File: config.mk
export PLATFORM = sky130hd
export DESIGN_NAME = decimal_accumulator_machine_step
export DESIGN_NICKNAME = d
export VERILOG_FILES = /design/src/rtl/core/dam_pkg.sv /design/src/rtl/core/dam_ctrl.sv /design/src/rtl/core/dam_dp.sv /design/src/rtl/core/decimal_accumulator_machine_step.sv
export VERILOG_INCLUDE_DIRS = /design/src /design/src/rtl/core
export SDC_FILE = /design/constraint.sdc
export NUM_CORES = 2
export LEC_CHECK = 0
export BUFFER_PORTS_ARGS = -buffer_cell sky130_fd_sc_hd__clkbuf_2
export CAP_MARGIN = 20
export CORE_MARGIN = 10
export CORE_UTILIZATION = 45
export CTS_BUF_LIST = sky130_fd_sc_hd__clkbuf_8
export DETAILED_ROUTE_END_ITERATION = 12
export PLACE_DENSITY_LB_ADDON = 0.08
export SETUP_SLACK_MARGIN = 0.05
export SYNTH_ARGS = -nofsm -noshare
export SYNTH_HDL_FRONTEND = slang
export SYNTH_SLANG_ARGS = --single-unit
File: constraint.sdc
create_clock -name clock -period 30.9 [get_ports clock]
set_input_delay 6.18 -clock clock [delete_from_list [all_inputs] [get_ports clock]]
set_output_delay 6.18 -clock clock [all_outputs]
set_load 0.02 [all_outputs]
File: src/rtl/core/decimal_accumulator_machine_step_assert.svh
// assertion macros for the decimal accumulator machine
`ifndef DECIMAL_ACCUMULATOR_MACHINE_STEP_ASSERT_SVH
`define DECIMAL_ACCUMULATOR_MACHINE_STEP_ASSERT_SVH

// property that holds whenever reset is low
`define DAM_ASSERT(label, clk, rst, prop, msg) \
   label: assert property (@(posedge clk) disable iff (rst) (prop)) else $error(msg);

// implication checked on the next cycle
`define DAM_ASSERT_NEXT(label, clk, rst, ante, cons, msg) \
   label: assert property (@(posedge clk) disable iff (rst) (ante) |=> (cons)) else $error(msg);

`endif

File: src/rtl/core/dam_pkg.sv
// shared types and constants for the decimal accumulator machine
package dam_pkg;

   localparam int WORD_W = 15;
   localparam int ADDR_W = 7;
   localparam int ST_W = 3;

   localparam logic signed [WORD_W-1:0] WORD_MAX = 15'sd9999;
   localparam logic signed [WORD_W-1:0] WORD_MIN = -15'sd9999;
   localparam logic [ADDR_W-1:0] STOP_PC = 7'd100;

   localparam logic [ST_W-1:0] ST_OK      = 3'd0;
   localparam logic [ST_W-1:0] ST_HALT    = 3'd1;
   localparam logic [ST_W-1:0] ST_OVF     = 3'd2;
   localparam logic [ST_W-1:0] ST_DIV0    = 3'd3;
   localparam logic [ST_W-1:0] ST_INVALID = 3'd4;

   localparam logic [6:0] OP_READ  = 7'd10;
   localparam logic [6:0] OP_WRITE = 7'd11;
   localparam logic [6:0] OP_LOAD  = 7'd20;
   localparam logic [6:0] OP_STORE = 7'd21;
   localparam logic [6:0] OP_ADD   = 7'd30;
   localparam logic [6:0] OP_SUB   = 7'd31;
   localparam logic [6:0] OP_DIV   = 7'd32;
   localparam logic [6:0] OP_MUL   = 7'd33;
   localparam logic [6:0] OP_BR    = 7'd40;
   localparam logic [6:0] OP_BRNEG = 7'd41;
   localparam logic [6:0] OP_BRZ   = 7'd42;
   localparam logic [6:0] OP_HALT  = 7'd43;

   // controller commands to the datapath
   typedef struct packed {
      logic capture;    // latch request fields, start a memory read
      logic load;       // write load word and restart
      logic split;      // split fetched word into opcode and operand
      logic opd_read;   // read operand word
      logic exec;       // run an instruction other than divide or multiply
      logic div_start;
      logic div_step;
      logic div_end;
      logic mul_end;
      logic halted_step;
   } dam_cmd_type;

   typedef struct packed {
      logic is_load;
      logic halted;     // halt flag or counter off the end
      logic is_div;
      logic is_mul;
      logic div_last;
   } dam_sts_type;

endpackage

File: src/rtl/core/dam_ctrl.sv
// controller state machine for the decimal accumulator machine
module dam_ctrl (
   input  logic                  clock,
   input  logic                  reset,
   input  logic                  req_valid,
   output logic                  req_stall,
   output logic                  rsp_valid,
   input  logic                  rsp_stall,
   output dam_pkg::dam_cmd_type  cmd,
   input  dam_pkg::dam_sts_type  sts
);
   import dam_pkg::*;

   typedef enum logic [8:0] {
      S_IDLE  = 9'b000000001,
      S_DEC   = 9'b000000010,
      S_SPLIT = 9'b000000100,
      S_OPD   = 9'b000001000,
      S_EXEC  = 9'b000010000,
      S_DIV   = 9'b000100000,
      S_DEND  = 9'b001000000,
      S_MEND  = 9'b010000000,
      S_OUT   = 9'b100000000
   } state_type;

   state_type state_ff, state_in;
   logic      out_ff, out_in;

   assign req_stall = (state_ff != S_IDLE) || (out_ff && rsp_stall);
   assign rsp_valid = out_ff;

   always_comb begin
      state_in = state_ff;
      out_in = out_ff && rsp_stall;
      cmd = '0;
      case (state_ff)
         S_IDLE: begin
            if (req_valid && !req_stall) begin
               cmd.capture = 1'b1;
               state_in = S_DEC;
            end
         end
         S_DEC: begin
            if (sts.is_load) begin
               cmd.load = 1'b1;
               state_in = S_OUT;
            end else if (sts.halted) begin
               cmd.halted_step = 1'b1;
               state_in = S_OUT;
            end else begin
               state_in = S_SPLIT;
            end
         end
         S_SPLIT: begin
            cmd.split = 1'b1;
            state_in = S_OPD;
         end
         S_OPD: begin
            cmd.opd_read = 1'b1;
            state_in = S_EXEC;
         end
         S_EXEC: begin
            if (sts.is_div) begin
               cmd.div_start = 1'b1;
               state_in = S_DIV;
            end else if (sts.is_mul) begin
               state_in = S_MEND;
            end else begin
               cmd.exec = 1'b1;
               state_in = S_OUT;
            end
         end
         S_DIV: begin
            cmd.div_step = 1'b1;
            if (sts.div_last) state_in = S_DEND;
         end
         S_DEND: begin
            cmd.div_end = 1'b1;
            state_in = S_OUT;
         end
         S_MEND: begin
            cmd.mul_end = 1'b1;
            state_in = S_OUT;
         end
         S_OUT: begin
            if (!(out_ff && rsp_stall)) begin
               out_in = 1'b1;
               state_in = S_IDLE;
            end
         end
         default: state_in = S_IDLE;
      endcase
   end

   always_ff @(posedge clock) begin
      if (reset) begin
         state_ff <= S_IDLE;
         out_ff <= 1'b0;
      end else begin
         state_ff <= state_in;
         out_ff <= out_in;
      end
   end

   `include "decimal_accumulator_machine_step_assert.svh"

   `DAM_ASSERT(a_onehot, clock, reset, $onehot(state_ff), "state not one-hot")
   `DAM_ASSERT(a_busy_stall, clock, reset, state_ff == S_IDLE || req_stall, "input open while busy")
   `DAM_ASSERT_NEXT(a_out_hold, clock, reset, rsp_valid && rsp_stall, rsp_valid, "result dropped")
endmodule

File: src/rtl/core/dam_dp.sv
// datapath: memory, registers, multiplier and serial divider
module dam_dp #(
   parameter int MEM_WORDS = 100
) (
   input  logic                             clock,
   input  logic                             reset,
   input  logic                             req_cmd,
   input  logic [dam_pkg::ADDR_W-1:0]       req_load_addr,
   input  logic signed [dam_pkg::WORD_W-1:0] req_word_in,
   input  dam_pkg::dam_cmd_type             cmd,
   output dam_pkg::dam_sts_type             sts,
   output logic [dam_pkg::ST_W-1:0]         rsp_status,
   output logic                             rsp_print_valid,
   output logic signed [dam_pkg::WORD_W-1:0] rsp_print_value,
   output logic [dam_pkg::ADDR_W-1:0]       rsp_next_pc,
   output logic signed [dam_pkg::WORD_W-1:0] rsp_acc_value,
   output logic                             rsp_is_halted
);
   import dam_pkg::*;

   localparam int MA_W = $clog2(MEM_WORDS);
   localparam logic [ADDR_W-1:0] MEM_TOP = ADDR_W'(MEM_WORDS);
   localparam int CNT_W = 4;
   localparam logic [CNT_W-1:0] DIV_LAST = 4'd13;

   logic signed [WORD_W-1:0] mem [MEM_WORDS];
   logic [MEM_WORDS-1:0] vld_ff;
   logic signed [WORD_W-1:0] rd_ff;
   logic rd_vld_ff;

   logic cmd_ff;
   logic [ADDR_W-1:0] addr_ff;
   logic signed [WORD_W-1:0] win_ff;
   logic signed [WORD_W-1:0] acc_ff;
   logic [ADDR_W-1:0] pc_ff;
   logic halt_ff;
   logic [6:0] op_ff;
   logic op_neg_ff;
   logic [ADDR_W-1:0] opd_ff;
   logic signed [29:0] prod_ff;
   logic [13:0] quo_ff, rem_ff, dvs_ff;
   logic neg_ff;
   logic [CNT_W-1:0] cnt_ff;

   logic [ST_W-1:0] st_ff;
   logic pv_ff;
   logic signed [WORD_W-1:0] pval_ff;

   // memory read address and write
   logic [ADDR_W-1:0] rd_addr;
   logic wr_en;
   logic [ADDR_W-1:0] wr_addr;
   logic signed [WORD_W-1:0] wr_data;
   logic signed [WORD_W-1:0] rd_word;
   assign rd_word = rd_vld_ff ? rd_ff : '0;

   function automatic logic signed [WORD_W-1:0] sat(input logic signed [WORD_W-1:0] x);
      if (x > WORD_MAX) return WORD_MAX;
      if (x < WORD_MIN) return WORD_MIN;
      return x;
   endfunction

   // word / 100 and word % 100 for non-negative words; negatives are invalid
   function automatic logic [6:0] op_of(input logic signed [WORD_W-1:0] w);
      logic [27:0] p;
      logic [13:0] u;
      u = w[13:0];
      p = 28'(u) * 28'd5243;
      return 7'(p >> 19);
   endfunction

   function automatic logic [ADDR_W-1:0] opd_of(input logic signed [WORD_W-1:0] w);
      logic signed [WORD_W-1:0] a;
      logic signed [WORD_W-1:0] q;
      logic signed [WORD_W-1:0] r;
      logic [27:0] p;
      a = w[WORD_W-1] ? -w : w;
      p = 28'(a[13:0]) * 28'd5243;
      q = WORD_W'(p >> 19);
      r = a - WORD_W'(q * 15'sd100);
      // operand of a negative word is negative and maps to STOP_PC, or to 0 if it is zero
      return w[WORD_W-1] ? (r == 0 ? '0 : STOP_PC) : ADDR_W'(r);
   endfunction

   // operand word stays on the read port through the execute cycle
   always_comb begin
      if (cmd.split) rd_addr = opd_of(rd_word);
      else if (cmd.opd_read) rd_addr = opd_ff;
      else rd_addr = pc_ff;
   end

   logic signed [WORD_W-1:0] m;
   assign m = (opd_ff < MEM_TOP) ? rd_word : '0;

   logic signed [15:0] sum;
   logic signed [WORD_W-1:0] win_sat;
   assign win_sat = sat(win_ff);
   assign sum = (op_ff == OP_ADD) ? (16'(acc_ff) + 16'(m)) : (16'(acc_ff) - 16'(m));

   assign sts.is_load = !cmd_ff;
   assign sts.halted = halt_ff || (pc_ff >= MEM_TOP);
   assign sts.is_div = (op_ff == OP_DIV) && !op_neg_ff;
   assign sts.is_mul = (op_ff == OP_MUL) && !op_neg_ff;
   assign sts.div_last = (cnt_ff == DIV_LAST);

   logic [14:0] trial;
   assign trial = {rem_ff, quo_ff[13]} - {1'b0, dvs_ff};

   always_ff @(posedge clock) begin
      if (wr_en) mem[wr_addr[MA_W-1:0]] <= wr_data;
      rd_ff <= mem[rd_addr[MA_W-1:0]];
      rd_vld_ff <= (rd_addr < MEM_TOP) && vld_ff[rd_addr[MA_W-1:0]];
   end

   always_comb begin
      wr_en = 1'b0;
      wr_addr = addr_ff;
      wr_data = win_sat;
      if (cmd.load && addr_ff < MEM_TOP) wr_en = 1'b1;
      if (cmd.exec && !op_neg_ff && opd_ff < MEM_TOP) begin
         if (op_ff == OP_READ) begin
            wr_en = 1'b1;
            wr_addr = opd_ff;
         end else if (op_ff == OP_STORE) begin
            wr_en = 1'b1;
            wr_addr = opd_ff;
            wr_data = acc_ff;
         end
      end
   end

   always_ff @(posedge clock) begin
      if (reset) begin
         vld_ff <= '0;
         acc_ff <= '0;
         pc_ff <= '0;
         halt_ff <= 1'b0;
      end else begin
         if (wr_en) vld_ff[wr_addr[MA_W-1:0]] <= 1'b1;
         if (cmd.load) begin
            acc_ff <= '0;
            pc_ff <= '0;
            halt_ff <= 1'b0;
         end
         if (cmd.halted_step) begin
            halt_ff <= 1'b1;
            pc_ff <= STOP_PC;
         end
         if (cmd.split) pc_ff <= pc_ff + 7'd1;
         if (cmd.exec) begin
            logic [ADDR_W-1:0] npc;
            logic hl;
            npc = pc_ff;
            hl = 1'b0;
            if (!op_neg_ff) begin
               case (op_ff)
                  OP_LOAD: acc_ff <= m;
                  OP_ADD, OP_SUB: begin
                     if (sum > 16'sd9999 || sum < -16'sd9999) hl = 1'b1;
                     else acc_ff <= WORD_W'(sum);
                  end
                  OP_BR: npc = opd_ff;
                  OP_BRNEG: if (acc_ff < 0) npc = opd_ff;
                  OP_BRZ: if (acc_ff == 0) npc = opd_ff;
                  OP_HALT: hl = 1'b1;
                  default: ;
               endcase
            end
            if (hl || npc >= MEM_TOP) begin
               halt_ff <= 1'b1;
               pc_ff <= STOP_PC;
            end else begin
               pc_ff <= npc;
            end
         end
         if (cmd.div_start && m == 0) begin
            halt_ff <= 1'b1;
            pc_ff <= STOP_PC;
         end
         if (cmd.div_end) begin
            if (dvs_ff != 0) acc_ff <= neg_ff ? -WORD_W'(quo_ff) : WORD_W'(quo_ff);
            if (dvs_ff == 0 || pc_ff >= MEM_TOP) begin
               halt_ff <= 1'b1;
               pc_ff <= STOP_PC;
            end
         end
         if (cmd.mul_end) begin
            if (prod_ff > 30'sd9999 || prod_ff < -30'sd9999) begin
               halt_ff <= 1'b1;
               pc_ff <= STOP_PC;
            end else begin
               acc_ff <= WORD_W'(prod_ff);
               if (pc_ff >= MEM_TOP) begin
                  halt_ff <= 1'b1;
                  pc_ff <= STOP_PC;
               end
            end
         end
      end
   end

   always_ff @(posedge clock) begin
      if (cmd.capture) begin
         cmd_ff <= req_cmd;
         addr_ff <= req_load_addr;
         win_ff <= req_word_in;
      end
      if (cmd.split) begin
         op_ff <= op_of(rd_word);
         op_neg_ff <= rd_word[WORD_W-1];
         opd_ff <= opd_of(rd_word);
      end
      if (cmd.opd_read) prod_ff <= 30'(acc_ff) * 30'(m);
      if (cmd.div_start) begin
         quo_ff <= acc_ff[WORD_W-1] ? 14'(-acc_ff) : acc_ff[13:0];
         dvs_ff <= m[WORD_W-1] ? 14'(-m) : m[13:0];
         neg_ff <= acc_ff[WORD_W-1] ^ m[WORD_W-1];
         rem_ff <= '0;
         cnt_ff <= '0;
      end
      if (cmd.div_step) begin
         cnt_ff <= cnt_ff + 4'd1;
         if (!trial[14]) begin
            rem_ff <= trial[13:0];
            quo_ff <= {quo_ff[12:0], 1'b1};
         end else begin
            rem_ff <= {rem_ff[12:0], quo_ff[13]};
            quo_ff <= {quo_ff[12:0], 1'b0};
         end
      end
      // result word bookkeeping
      if (cmd.capture) begin
         st_ff <= ST_OK;
         pv_ff <= 1'b0;
         pval_ff <= '0;
      end
      if (cmd.halted_step) st_ff <= ST_HALT;
      if (cmd.exec) begin
         if (op_neg_ff) st_ff <= ST_INVALID;
         else begin
            case (op_ff)
               OP_WRITE: begin
                  pv_ff <= 1'b1;
                  pval_ff <= m;
               end
               OP_ADD, OP_SUB:
                  if (sum > 16'sd9999 || sum < -16'sd9999) st_ff <= ST_OVF;
               OP_HALT: st_ff <= ST_HALT;
               OP_READ, OP_LOAD, OP_STORE, OP_BR, OP_BRNEG, OP_BRZ: ;
               default: st_ff <= ST_INVALID;
            endcase
         end
      end
      if (cmd.div_end && dvs_ff == 0) st_ff <= ST_DIV0;
      if (cmd.mul_end && (prod_ff > 30'sd9999 || prod_ff < -30'sd9999)) st_ff <= ST_OVF;
   end

   assign rsp_status = st_ff;
   assign rsp_print_valid = pv_ff;
   assign rsp_print_value = pval_ff;
   assign rsp_next_pc = pc_ff;
   assign rsp_acc_value = acc_ff;
   assign rsp_is_halted = halt_ff;

   `include "decimal_accumulator_machine_step_assert.svh"

   `DAM_ASSERT(a_pc_range, clock, reset, pc_ff <= STOP_PC, "counter beyond stop")
   `DAM_ASSERT(a_halt_pc, clock, reset, !halt_ff || pc_ff == STOP_PC, "halted, counter running")
   `DAM_ASSERT(a_acc_range, clock, reset, acc_ff <= WORD_MAX && acc_ff >= WORD_MIN, "acc range")
endmodule

File: src/rtl/core/decimal_accumulator_machine_step.sv
// top level of the decimal accumulator machine
//   channel | direction | handshake          | payload
//   req     | in        | req_valid/stall    | cmd, load_addr, word_in
//   rsp     | out       | rsp_valid/stall    | status, print, next_pc, acc, halted
// load words and halted steps go from decode to output; instructions split, read the
// operand and execute; divide then runs a 14-step restoring divider
// reset is synchronous and clears counter, accumulator, halt flag and memory valid bits
// the result register holds under rsp_stall; a new word is taken once it drains
module decimal_accumulator_machine_step #(
   parameter int MEM_WORDS = 100
) (
   input  logic                              clock,
   input  logic                              reset,
   input  logic                              req_valid,
   output logic                              req_stall,
   input  logic                              req_cmd,
   input  logic [dam_pkg::ADDR_W-1:0]        req_load_addr,
   input  logic signed [dam_pkg::WORD_W-1:0] req_word_in,
   output logic                              rsp_valid,
   input  logic                              rsp_stall,
   output logic [dam_pkg::ST_W-1:0]          rsp_status,
   output logic                              rsp_print_valid,
   output logic signed [dam_pkg::WORD_W-1:0] rsp_print_value,
   output logic [dam_pkg::ADDR_W-1:0]        rsp_next_pc,
   output logic signed [dam_pkg::WORD_W-1:0] rsp_acc_value,
   output logic                              rsp_is_halted
);
   import dam_pkg::*;

   dam_cmd_type cmd;
   dam_sts_type sts;

   dam_ctrl u_ctrl (
      .clock(clock), .reset(reset),
      .req_valid(req_valid), .req_stall(req_stall),
      .rsp_valid(rsp_valid), .rsp_stall(rsp_stall),
      .cmd(cmd), .sts(sts)
   );

   dam_dp #(.MEM_WORDS(MEM_WORDS)) u_dp (
      .clock(clock), .reset(reset),
      .req_cmd(req_cmd), .req_load_addr(req_load_addr), .req_word_in(req_word_in),
      .cmd(cmd), .sts(sts),
      .rsp_status(rsp_status), .rsp_print_valid(rsp_print_valid),
      .rsp_print_value(rsp_print_value), .rsp_next_pc(rsp_next_pc),
      .rsp_acc_value(rsp_acc_value), .rsp_is_halted(rsp_is_halted)
   );
endmodule
Yosys cells after proc, flatten, opt, wreduce, memory -nomap -nowiden
Memories as Yosys holds them, arrays and structs flattened. A register that Yosys moved wholly into a read port is not among the register bits.
Cells that the tools add are included.
- add/subtract/negate cells: 10
- $mul: 4
- order comparisons: 15
- equality and inequality tests: 26
- mux-type cells: 123
- bitwise operators: 2
- reductions and logical operators: 31
- operators by type and width (cell ; count):
    two-way mux 15 bit ; 23
    two-way mux 7 bit ; 23
    bitwise OR 100 bit ; 1
    two-way mux 14 bit ; 7
    zero test 32 bit ; 3
    case mux 9 bit (8 select lines) ; 1
    two-way mux 9 bit ; 7
    two-way mux 1 bit ; 47
    == test 7 x 6 -> 1 bit, second input constant ; 6
    greater-than comparator 30 x 15 -> 1 bit, second input constant ; 1
    less-than comparator 30 x 15 -> 1 bit, second input constant ; 1
    multiplier 15 x 15 -> 30 bit ; 1
    case mux 15 bit (2 select lines) ; 1
    == test 7 x 5 -> 1 bit, second input constant ; 4
    negator 14 bit ; 2
    multiplier 14 x 13 -> 27 bit, second input constant ; 1
    multiplier 14 x 13 -> 26 bit, second input constant ; 1
    less-than comparator 7 bit, second input constant ; 3
    case mux 7 bit (3 select lines) ; 1
    adder 15 x 15 -> 16 bit ; 1
    greater-than comparator 16 x 15 -> 1 bit, second input constant ; 1
    less-than comparator 16 x 15 -> 1 bit, second input constant ; 1
    less-than comparator 7 x 8 -> 1 bit, second input constant ; 2
    two-way mux 16 bit ; 1
    44 further kinds ; 71
- register bits: 268
- bits in writable memories: 1500
- input bits: 27
- output and inout bits: 44
- logic and storage cells: 235
- memories kept: 1
- memory list (memory ; depth ; width ; read ports ; clocked after Yosys merged registers in ; write ports ; RTL line ; source):
    u_dp.mem ; 100 ; 15 ; 1 ; 1 ; 1 ; dam_dp.sv:26 ; logic signed [WORD_W-1:0] mem [MEM_WORDS];

Longest topological paths before layout
- depth in word-level cells: 20
- mapped depth: 62
- mapped depth without buffers: 56

Cells and area by module
From an unflattened synthesis, not the netlist that was laid out.
- cell total of the unflattened synthesis: 6140
- area, all modules: 89385.7 um^2
- by module, submodules not included (module ; times used ; cells each ; area each (um^2) ; seq. area each (um^2)):
    dam_dp ; 1 ; 6055 ; 88690.1 ; 51659.5
    dam_ctrl ; 1 ; 85 ; 695.7 ; 200.2

Worst setup path after synthesis
OpenSTA, ideal clock, no wires.
- path type: input-to-output
- start: in rsp_stall
- end: out req_stall
- arrival time: 6.437 ns
- data required time: 24.720 ns
- setup slack: 18.283 ns
- stages: 2
- path buffers: 0
- cell sequence: nand2_1 nand2_1
- longest elaborated chain between the ends: 2
- RTL lines (element ; RTL line ; source):
    from (decl) ; decimal_accumulator_machine_step.sv:20 ; input logic rsp_stall,
    logical AND 1 bit ; dam_ctrl.sv:29 ; assign req_stall = (state_ff != S_IDLE) || (out_ff && rsp_stall);
    logical OR 1 bit ; dam_ctrl.sv:29 ;
    to (decl) ; decimal_accumulator_machine_step.sv:15 ; output logic req_stall,
Every way passes these cells.

Worst setup path after layout
- start: reg u_dp.rd_ff[14], read port of u_dp.mem
- end: reg u_dp.rd_ff[14], read port of u_dp.mem
- longest elaborated chain between the ends: 9
- elaborated cells between the ends (all ways): 10
- classes of those cells: add/sub: 2; mul: 2; mux: 5; reduce/logical: 1
- RTL lines (element ; RTL line ; source):
    from (decl) ; dam_dp.sv:28 ; logic signed [WORD_W-1:0] rd_ff;
    two-way mux 15 bit * ; dam_dp.sv:55 ; assign rd_word = rd_vld_ff ? rd_ff : '0;
    two-way mux 15 bit ; dam_dp.sv:77 ; a = w[WORD_W-1] ? -w : w;
    multiplier 14 x 13 -> 27 bit ; dam_dp.sv:78 ; p = 28'(a[13:0]) * 28'd5243;
    multiplier 8 x 5 -> 13 bit ; dam_dp.sv:80 ; r = a - WORD_W'(q * 15'sd100);
    subtractor 15 bit ; dam_dp.sv:80 ;
    zero test 32 bit ; dam_dp.sv:82 ; return w[WORD_W-1] ? (r == 0 ? '0 : STOP_PC) : ADDR_W'(r);
    two-way mux 7 bit ; dam_dp.sv:82 ;
    two-way mux 7 bit * ; dam_dp.sv:82 ;
    two-way mux 7 bit * ; dam_dp.sv:87 ; if (cmd.split) rd_addr = opd_of(rd_word);
Every way passes the cells marked *; elsewhere a longest branch is shown, timed or not.
A chain may end at the register's enable or synchronous reset.

==> results.md <==
- Post-Syn Area: 91,610 sq um
- Slew @ Worst Pin: 1188 ps
- DIE AREA: 222,000 sq um
- CP endpoint kind: flip-flop
- Initial antenna violation count: 8
- CTS Hold Bufs: 0
- Power share of the sequential group: 0.516
- Crit-path slowest cell: nor2_4
- Critical path data required time: 31,800 ps
- DRC viols: 0
- CP max FO: 86
- Via density: 5.783
- First drt pass iteration count: 6
- Post-cts resize count: 0
- Final hold viol count: 0
- Fmax achieved: 62.12 MHz
- Met2 WL: 133,700 um
- Root Buffer: clkbuf_8
- I/O pins: 71
- RSZ-0062 raised after global routing: no
- Avg WL per Cell: 26.36 um
- IO Port Bufs: 70
- Peak VDD IR: 48.95 uV
- First-pass GRT wire length: 427,300 um
- Register area share after synthesis: 0.5661
- Htree depth: 5
- TritonCTS clock tree: yes
- FF+latch count, synth: 1,783
- Clock power share: 0.361
- FP Rows: 165
- Syn-to-layout area delta: 10.64%
- Die Height: 471.2 um
- Number of clock buffers inserted by TritonCTS: 326
- Area leader, netlist: edfxtp_1
- Deepest clock path buffer count: 4
- Post-DP HPWL: 187,100 um
- Synth area leaders: edfxtp_1 53%, fa_1 7.6%, nand2_1 5.6%, ha_1 5.0%, a211oi_1 3.8%
- Starting Density: 0.4528
- Final #Nets: 8,827
- Pwr Density: 55.48 nW/um^2
- Synth Area per Inst: 11.56 sq um
- Main synth FF type: edfxtp_1
- Part of the cycle the worst path needs: 0.5209
- Internal power: 4053 uW
- 1st-iter DRT viols: 6,724
- Critical path arrival: 16,990 ps
- Setup TNS: 0 ps
- Max_cap viols: 0
- Critical path class: reg -> reg
- All-Layer GR Usage: 0.2553
- Setup violators final: 0
- Post-synth cell types: 83
- Post-Route M1 WL: 125,200 um
- Grt ovf: 0
- Worst Skew: 108.6 ps
- Slew Limit Fails: 0
- Largest net degree at the start of global routing: 155
- Share of post-route cells with drive strength above 1: 0.09519
- Worst-skew pair later-pin latency: 1070 ps
- Lkg Pwr: 0.03816 uW
- ANT nets after route: 0
- Post-synth EDFFs: 1,615
- Crit start category: flip-flop
- Yosys warning count: 0
- Synth async-reset ratio: 0
- Post-CTS Setup Bufs: 0
- Comb pwr share: 0.123
- P_sw: 1570 uW
- Max incr delay on CP: 850 ps
- Hold WS: 455.9 ps
- Fin crit period: 16,100 ps
- Rel. slew slack: 0.2080
- Clock-pin slew on the worst setup and hold paths: 60 ps
- Routed wl met3: 20,530 um
- Gpl congestion: 0.9231
- Routed WL: 290,200 um
- Status: finished, final reports clean
- Post-Syn Instances: 7,922
- Syn Nets: 8,662
- Filler instances: 18,130
- Highest Signal Layer: met4
- CP most frequent cell: inv_1
- Die X: 471.2 um
- Clk sink count: 1,783
- Vias in the first global route: 62,230
- Share of the synthesized area in the top cell type: 0.5294
- Net Sw Frac: 0.2792
- Via Count: 63,660
- Core area: 202,300 sq um
- Hold Crit Class: reg -> reg
[power by group through the flow]
stage	Sequential (uW)	Clock (uW)	Combinational (uW)
floorplan	2980	0	320
global placement	2950	0	683
detailed placement	2950	0	690
CTS	2900	2070	692
global route	2900	2180	737
finish	2900	2030	693
[registers in the layout, summed over array words and instances (netlist names), 15 cells and up]
name	flops
u_dp.rd_ff	15
u_dp.mem	1500
u_dp.rsp_print_value	15
u_dp.prod_ff	30
u_dp.rsp_acc_value	15
u_dp.vld_ff	100
u_dp.win_ff	15
[cells by family (layout without fill, tap and decap cells)]
group | Yosys count | after routing | synth area share
buf+inv | 1006 | 1415 | 0.04202
flops | 1783 | 1783 | 0.5661
fa+ha+maj | 714 | 714 | 0.1262
mux | 73 | 73 | 0.008235
other cells | 0 | 5 | 0
compound gates | 1464 | 1464 | 0.1094
simple gates | 2734 | 2734 | 0.1340
xor+xnor | 148 | 148 | 0.01415
[synthesized netlist by cell type (all sizes together) (44+ instances only)]
cell type / instances
fa: 350
xnor2: 97
nor3: 102
xor2: 51
a31oi: 405
dfxtp: 168
a211oi: 465
mux2i: 54
buf: 72
and3: 89
clkbuf: 387
inv: 544
nand3: 159
nand2: 1360
ha: 363
a21boi: 45
o21ai: 171
o211ai: 44
a21oi: 117
nor2: 467
and2: 372
edfxtp: 1615
[path summary, 6_finish.rpt]
path              startpoint              end  slack (ps)  cells after the start
max           u_dp.rd_ff[14]   u_dp.rd_ff[14]       14800                     57
min          u_dp.vld_ff[57]  u_dp.vld_ff[57]         460                      2
max reg2reg   u_dp.rd_ff[14]   u_dp.rd_ff[14]       14800                     57
min reg2reg  u_dp.vld_ff[57]  u_dp.vld_ff[57]         460                      2
[area by class of cell]
type	instances	area (sq um)	share of cell area
antenna	5	12.51	0.0001234
timing repair buffer	296	2166	0.02137
inverter	547	2056	0.02028
sequential	1783	51860	0.5116
clock buffer	343	4721	0.04657
tap	2672	3343	0.03298
multi-input combinational	5133	36210	0.3572
clock inverter	229	994.7	0.009814
[cell usage in the layout (no fill, tap or decap), types with 26 or more instances in the layout]
| master | count |
|---|---|
| edfxtp_1 | 1615 |
| nand2_1 | 1356 |
| inv_1 | 659 |
| a211oi_1 | 459 |
| nor2_1 | 453 |
| a31oi_1 | 404 |
| and2_1 | 365 |
| ha_1 | 363 |
| fa_1 | 350 |
| clkbuf_8 | 343 |
| buf_4 | 217 |
| dfxtp_1 | 168 |
| nand3_1 | 159 |
| o21ai_0 | 155 |
| a21oi_1 | 115 |
| nor3_1 | 101 |
| xnor2_1 | 97 |
| and3_1 | 88 |
| clkinv_1 | 81 |
| clkbuf_2 | 69 |
| mux2i_1 | 53 |
| xor2_1 | 51 |
| o211ai_1 | 44 |
| a21boi_0 | 41 |
| or3_1 | 34 |
| nor2b_1 | 28 |
| nand4_1 | 27 |
| o31ai_1 | 26 |
| a21o_1 | 26 |
[worst max-delay path: cells and delay by family, from the launching register on]
family                   cells  cell delay [ps]
buffers and inverters       13             2990
flip-flops                   1              770
AND/OR/NAND/NOR             13             4100
AO/OA/AOI/OAI               21             4140
adder cells (fa/ha/maj)      8             3460
XOR/XNOR                     2              360
[routing by layer]
metal	vias to the layer above	global-route usage
met5	-	0
met2	2421	0.4034
met4	0	0.08873
met3	547	0.04503
li1	28660	-
met1	32030	0.3552
[per-stage QoR]
step / setup WS (ps) / power [uW] / utilization / cell area (sq um) / instances
6_report: 14800 / 5623 / 0.5010 / 101400 / 11010
5_1_grt: 13710 / 5818 / 0.5010 / 101400 / 11010
4_1_cts: 14920 / 5663 / 0.5008 / 101300 / 11000
3_5_place_dp: 14980 / 3640 / 0.4726 / 95610 / 10430
3_3_place_gp: 15000 / 3632 / 0.4724 / 95580 / 10430
2_1_floorplan: 18280 / 3300 / - / 91610 / 7922
Note: power is estimated with default switching activity, not from simulation.
